==> src/tsti_pkg.sv <==
// Shared types and constants of the two-stage table interpolator.
package tsti_pkg;

   // Default table sizes and fixed field widths.
   localparam int IMP_POINTS_DEF = 32;
   localparam int DAC_POINTS_DEF = 32;
   localparam int RAM_DEPTH_DEF  = 256;
   localparam int LEVELS         = 4;
   localparam int LEVEL_W        = 2;
   localparam int INDEX_W        = 6;
   localparam int WORD_W         = 16;

   // Percent scaling: factors stay below 100 and fit in seven bits.
   localparam int PCT        = 100;
   localparam int QUOT_W     = 7;
   localparam int DIVIDEND_W = WORD_W + QUOT_W;

   // Division by 100 as a multiplication by ceil(2^30 / 100), exact below 2^23.
   localparam int RECIP_SHIFT = 30;
   localparam int RECIP_W     = 24;
   localparam logic [RECIP_W-1:0] RECIP_MULT = 24'd10737419;

   // Request kinds and table selection codes.
   localparam logic REQ_WRITE  = 1'b0;
   localparam logic REQ_LOOKUP = 1'b1;
   localparam logic TABLE_IMP  = 1'b0;
   localparam logic TABLE_DAC  = 1'b1;

   typedef struct packed {
      logic                 req_type;
      logic                 table_sel;
      logic [LEVEL_W-1:0]   level;
      logic [INDEX_W-1:0]   word_index;
      logic [WORD_W-1:0]    word_value;
      logic [WORD_W-1:0]    impedance;
   } req_beat_type;

   typedef struct packed {
      logic [WORD_W-1:0] corrected_impedance;
      logic [WORD_W-1:0] dac_value;
   } rsp_beat_type;

   typedef struct packed {
      logic [LEVEL_W-1:0] active_level;
   } csr_beat_type;

   typedef struct packed {
      logic              done;
      logic [QUOT_W-1:0] quotient;
   } div_status_type;

endpackage

==> src/tsti_div.sv <==
// Bit-serial restoring divider for the percent factor, one quotient bit per cycle.
module tsti_div (
   input  logic                            clock,
   input  logic                            reset,
   input  logic                            start,
   input  logic [tsti_pkg::DIVIDEND_W-1:0] dividend,
   input  logic [tsti_pkg::WORD_W-1:0]     divisor,
   output tsti_pkg::div_status_type        status
);

   localparam int DW    = tsti_pkg::DIVIDEND_W;
   localparam int QW    = tsti_pkg::QUOT_W;
   localparam int CNT_W = $clog2(QW + 1);

   logic             busy_ff, busy_in;
   logic [CNT_W-1:0] cnt_ff,  cnt_in;
   logic [DW-1:0]    rem_ff,  rem_in;
   logic [DW-1:0]    dsh_ff,  dsh_in;
   logic [QW-1:0]    quo_ff,  quo_in;

   // The quotient is known to fit in QW bits, so the divisor starts shifted by QW-1.
   always_comb begin
      busy_in = busy_ff;
      cnt_in  = cnt_ff;
      rem_in  = rem_ff;
      dsh_in  = dsh_ff;
      quo_in  = quo_ff;
      if (start) begin
         busy_in = 1'b1;
         cnt_in  = CNT_W'(QW);
         rem_in  = dividend;
         dsh_in  = DW'(divisor) << (QW - 1);
      end else if (busy_ff) begin
         if (cnt_ff != '0) begin
            if (rem_ff >= dsh_ff) begin
               rem_in = rem_ff - dsh_ff;
               quo_in = {quo_ff[QW-2:0], 1'b1};
            end else begin
               quo_in = {quo_ff[QW-2:0], 1'b0};
            end
            dsh_in = dsh_ff >> 1;
            cnt_in = cnt_ff - CNT_W'(1);
         end else begin
            busy_in = 1'b0;
         end
      end
   end

   always_ff @(posedge clock) begin
      if (reset) begin
         busy_ff <= 1'b0;
         cnt_ff  <= '0;
      end else begin
         busy_ff <= busy_in;
         cnt_ff  <= cnt_in;
      end
   end

   always_ff @(posedge clock) begin
      rem_ff <= rem_in;
      dsh_ff <= dsh_in;
      quo_ff <= quo_in;
   end

   // The quotient is complete once every step has run.
   assign status.done     = busy_ff && (cnt_ff == '0);
   assign status.quotient = quo_ff;

endmodule

==> config.mk <==
export PLATFORM = sky130hd
export DESIGN_NAME = tsti_div
export DESIGN_NICKNAME = d
export VERILOG_FILES = /design/src/tsti_pkg.sv /design/src/tsti_div.sv
export SDC_FILE = /design/constraint.sdc
export NUM_CORES = 1
export LEC_CHECK = 0
export ABC_AREA = 1
export BUFFER_PORTS_ARGS = -buffer_cell sky130_fd_sc_hd__buf_2
export CAP_MARGIN = 5
export CORE_ASPECT_RATIO = 0.8
export CORE_MARGIN = 5
export CORE_UTILIZATION = 45
export DETAILED_ROUTE_END_ITERATION = 10
export HOLD_SLACK_MARGIN = 0.1
export SLEW_MARGIN = 20
export SYNTH_ARGS = -nofsm -noshare
export SYNTH_HDL_FRONTEND = slang
export SYNTH_SLANG_ARGS = --single-unit
export TNS_END_PERCENT = 10
==> constraint.sdc <==
create_clock -name clock -period 6.65 [get_ports clock]
set_clock_uncertainty 0.05 [all_clocks]
set_input_delay 0.665 -clock clock [delete_from_list [all_inputs] [get_ports clock]]
set_output_delay 0.665 -clock clock [all_outputs]
set_load 0.01 [all_outputs]
== Yosys cells after proc, flatten, opt, wreduce, memory -nomap -nowiden ==
Cells that the tools add are included.

* Register bits after elaboration: 56
* Input bits: 42
* Output and inout port bits: 8
* Logic and storage cells: 34

* $add $sub $neg: 2
* Magnitude comparators: 1
* Muxes and demuxes: 14
* Bitwise gates (word level): 1
* Reductions and logical operators: 10

{| class="wikitable"
|+ Operator list
! kind !! count
|-
| two-way mux 23 bit || 4
|-
| two-way mux 22 bit || 3
|-
| greater-or-equal comparator 23 x 22 -> 1 bit || 1
|-
| subtractor 23 x 22 -> 23 bit || 1
|-
| two-way mux 3 bit || 3
|-
| AND reduction 3 bit || 2
|-
| nonzero test 2 bit || 3
|-
| two-way mux 1 bit || 4
|-
| AND reduction 2 bit || 2
|-
| zero test 3 bit || 1
|-
| nonzero test 3 bit || 1
|-
| subtractor 3 x 1 -> 3 bit, second input constant || 1
|-
| logical AND 1 bit || 1
|-
| NOT 1 bit || 1
|}

== Logic depth before layout (Yosys ltp) ==
* Depth in word-level cells: 5
* Mapped depth: 14
* Mapped depth without buffers: 14

== Least setup slack after synthesis ==
Ideal clock, no wire load.

* Kind: input to register
* Start point: in start
* End point: reg rem_ff[0], enable pin
* Library setup time: 0.378 ns
* Arrival: 1.932 ns
* Required time: 6.222 ns
* Path slack: 4.290 ns
* Stages: 5
* Path buffers: 1
* Cell sequence: buf_2 > nor2_1 > inv_1 > nand2_1 > inv_1

* Word-level cells in the longest chain between the ends: 2
* Elaborated cells between the ends (all ways): 4
* Classes of those cells: reduce/logical: 4

{| class="wikitable"
|+ Ends and longest elaborated chain
! element !! RTL line !! text
|-
| from (decl) || tsti_div.sv:5 || <nowiki>input logic start,</nowiki>
|-
| nonzero test 2 bit (no line) || n/a ||
|-
| AND reduction 3 bit (no line) (*) || n/a ||
|-
| to (signal assigned) || tsti_div.sv:60 || <nowiki>rem_ff <= rem_in;</nowiki>
|-
| to (decl) || tsti_div.sv:17 || <nowiki>logic [DW-1:0] rem_ff, rem_in;</nowiki>
|}

Mark *: on every way between the ends. The rest lies on a longest branch, timed or not.
A chain may end at the register's enable or synchronous reset.

== Final worst setup path ==
* Start point: in start
* End point: reg rem_ff[12], enable pin

The elaborated chain is that of the path after synthesis.

==> metrics.yaml <==
outcome: "complete, no violations"
die_h_um: 93.1
core-area_um2: 8450
setup_violations: 0
final_antenna_net_count: 0
dr.pass1.iters: 5
seq_area_frac_synth: 0.407
dpl.hpwl_um: 7130
ys_warn_count: 0
layout_commonest_cell: "nand2_1"
drv_slew: 0
cap_violations: 0
hold_violations: 0
synth_adder_area_share: 0.0824
critical_path_class: "in -> reg"
first_global_vias: 3241
drt_wl_total_um: 9300
synthXorXnorAreaFrac: 0.00225
core.rowCount: 30
synth_cell_types: 26
clock_sinks: 56
ctsHoldBuffers: 0
area_growth_pct: 11.9
diodes: 0
yosys.area_share.simple: 0.333
ios: 50
syn_nets: 622
die_w_um: 114
start_util: 0.460
netlist_instances: 555
synth.area.mux_share: 0
drc: 0
cts_root_buf: "clkbuf_8"
hold_class: "reg -> reg"
design.die.area_um2: 10600
synth_top_family_by_area: "simple AND/OR/NAND/NOR gates"
grt_use_met3: 0.0272
synth.cell_area_um2: 3880
min_period_ps: 3310
ys_ff_latch: 56
dr_total_vias: 3451
power_leakage_nw: 2.25
path_clk_slew_ps: 110
design_area_um2: 4350
multi_input_area_um2: 1860
clockBufferDepth: 2
drive_above_1_share: 0.113
ff_latch_area_um2: 1580
fin_tns_setup_ps: 0
nFillCells: 866
cts_buffers: 5
cts_tree: "built"
clk_latency_ps: 320
synth_compound_area_frac: 0.0625
gp_congestion: 0.858
io_buffers: 49
cp-start-kind: "input port"
ir_drop_v: 0.000125
cts_resized: 0
drt_iter0_markers: 232
crit_path_end_kind: "register"
use_met1: 0.258
ff2ff_setup_slack_ps: 3620
dpl-instance-area_um2: 4230
grt_max_degree: 47
final_cell_mix: "nand2_1 (212), inv_1 (106), buf_2 (49), edfxtp_1 (46), nand3_1 (41)"
avgRoutedWirePerCell_um: 13.0
grtUsageTotal: 0.180
grt_pass1_wl_um: 15200
max_freq_ghz: 0.302
overflow: 0
htreeDepth: 2
cp_max_fo: 46
worst_pin_slew_ps: 1020
top_usage_layer: "met2"
antenna_found_initial: 0
arrival_ps: 3200
rsz0062_at_grt: "no"
cp.required_ps: 6550
max_slew_margin: 0.319
gr-usage-met2: 0.287
vias_per_cell: 4.83
p_per_area_nw_per_um2: 281
post-cts-setup-buffer-count: 0
fin_crit_sh: 0.497
avgSynthCellArea_um2: 7.00
nets: 669
critical path, stage by stage:
cell and delay (ps):
buf_2 610, nor2_1 250, inv_1 770, nand2_1 110
inv_1 780
synthesized netlist by cell type:
cell / number / area (um2)
buf_2: 3 / 15.0
nor2_2: 1 / 6.26
ha_1: 24 / 300
buf_1: 2 / 7.51
buf_4: 1 / 7.51
clkbuf_1: 3 / 11.3
xnor2_1: 1 / 8.76
dfxtp_1: 10 / 200
nand3b_1: 7 / 52.6
a221oi_1: 1 / 8.76
nand2_2: 3 / 18.8
a31oi_1: 1 / 6.26
nand4_1: 4 / 25.0
a21oi_2: 1 / 8.76
or2_2: 6 / 37.5
nor3_1: 4 / 20.0
inv_1: 106 / 398
o22ai_1: 5 / 31.3
a21oi_1: 14 / 70.1
a211oi_1: 1 / 7.51
nor2_1: 35 / 131
edfxtp_1: 46 / 1380
o21ai_0: 22 / 110
fa_1: 1 / 20.0
nand3_1: 41 / 205
nand2_1: 212 / 796
registers in the layout (all words and copies together), names as in the netlist:
name	count
rem_ff	23
busy_ff	1
cnt_ff	3
quo_ff	7
dsh_ff	22
worst paths after layout:
kind	cells past startpoint	startpoint	to
worst max register to register	9	cnt_ff[0]$_SDFFE_PP0P_	rem_ff[12]$_DFFE_PP_
worst max-delay path	5	start	rem_ff[12]$_DFFE_PP_
worst min register to register	0	quo_ff[0]$_DFFE_PP_	quo_ff[1]$_DFFE_PP_
worst min-delay path	0	quo_ff[0]$_DFFE_PP_	quo_ff[1]$_DFFE_PP_
power breakdown:
group | internal (mW) | switching, mW | leakage (nW)
Combinational | 0.184 | 0.350 | 1.65
Clock | 0.108 | 0.121 | 0.0596
Sequential | 0.444 | 0.0149 | 0.541
area by class of cell:
| class | count | share of cell area |
|---|---|---|
| clock buffers | 7 | 0.0248 |
| multi-input cells | 384 | 0.429 |
| inverters | 106 | 0.0916 |
| well taps | 112 | 0.0322 |
| repair buffers | 49 | 0.0564 |
| flip-flops and latches | 56 | 0.364 |
| clock inverters | 1 | 0.00202 |
metrics by stage:
| stage | util | cells | hold WS (ps) | power (mW) | setup slack (ps) |
|---|---|---|---|---|---|
| after floorplan | - | 555 | 382 | 0.868 | 4290 |
| after global placement | 0.501 | 707 | 374 | 0.989 | 3010 |
| after detailed placement | 0.501 | 707 | 378 | 0.999 | 2920 |
| after CTS | 0.515 | 715 | 412 | 1.23 | 3260 |
| after global routing | 0.515 | 715 | 419 | 1.33 | 3030 |
| final | 0.515 | 715 | 408 | 1.22 | 3340 |
metal layers:
| layer | vias up | wire (um) |
|---|---|---|
| li1 | 1832 | - |
| met1 | 1532 | 4690 |
| met2 | 79 | 4070 |
| met3 | 8 | 447 |
| met4 | 0 | 88 |
| met5 | - | 0 |
cells by family (layout without fill, tap and decap cells):
group	Yosys count	in the layout
simple gates	313	313
buf+inv	115	163
flops	56	56
compound gates	45	45
fa+ha+maj	25	25
xor+xnor	1	1
(Power assumes the default switching activity.)
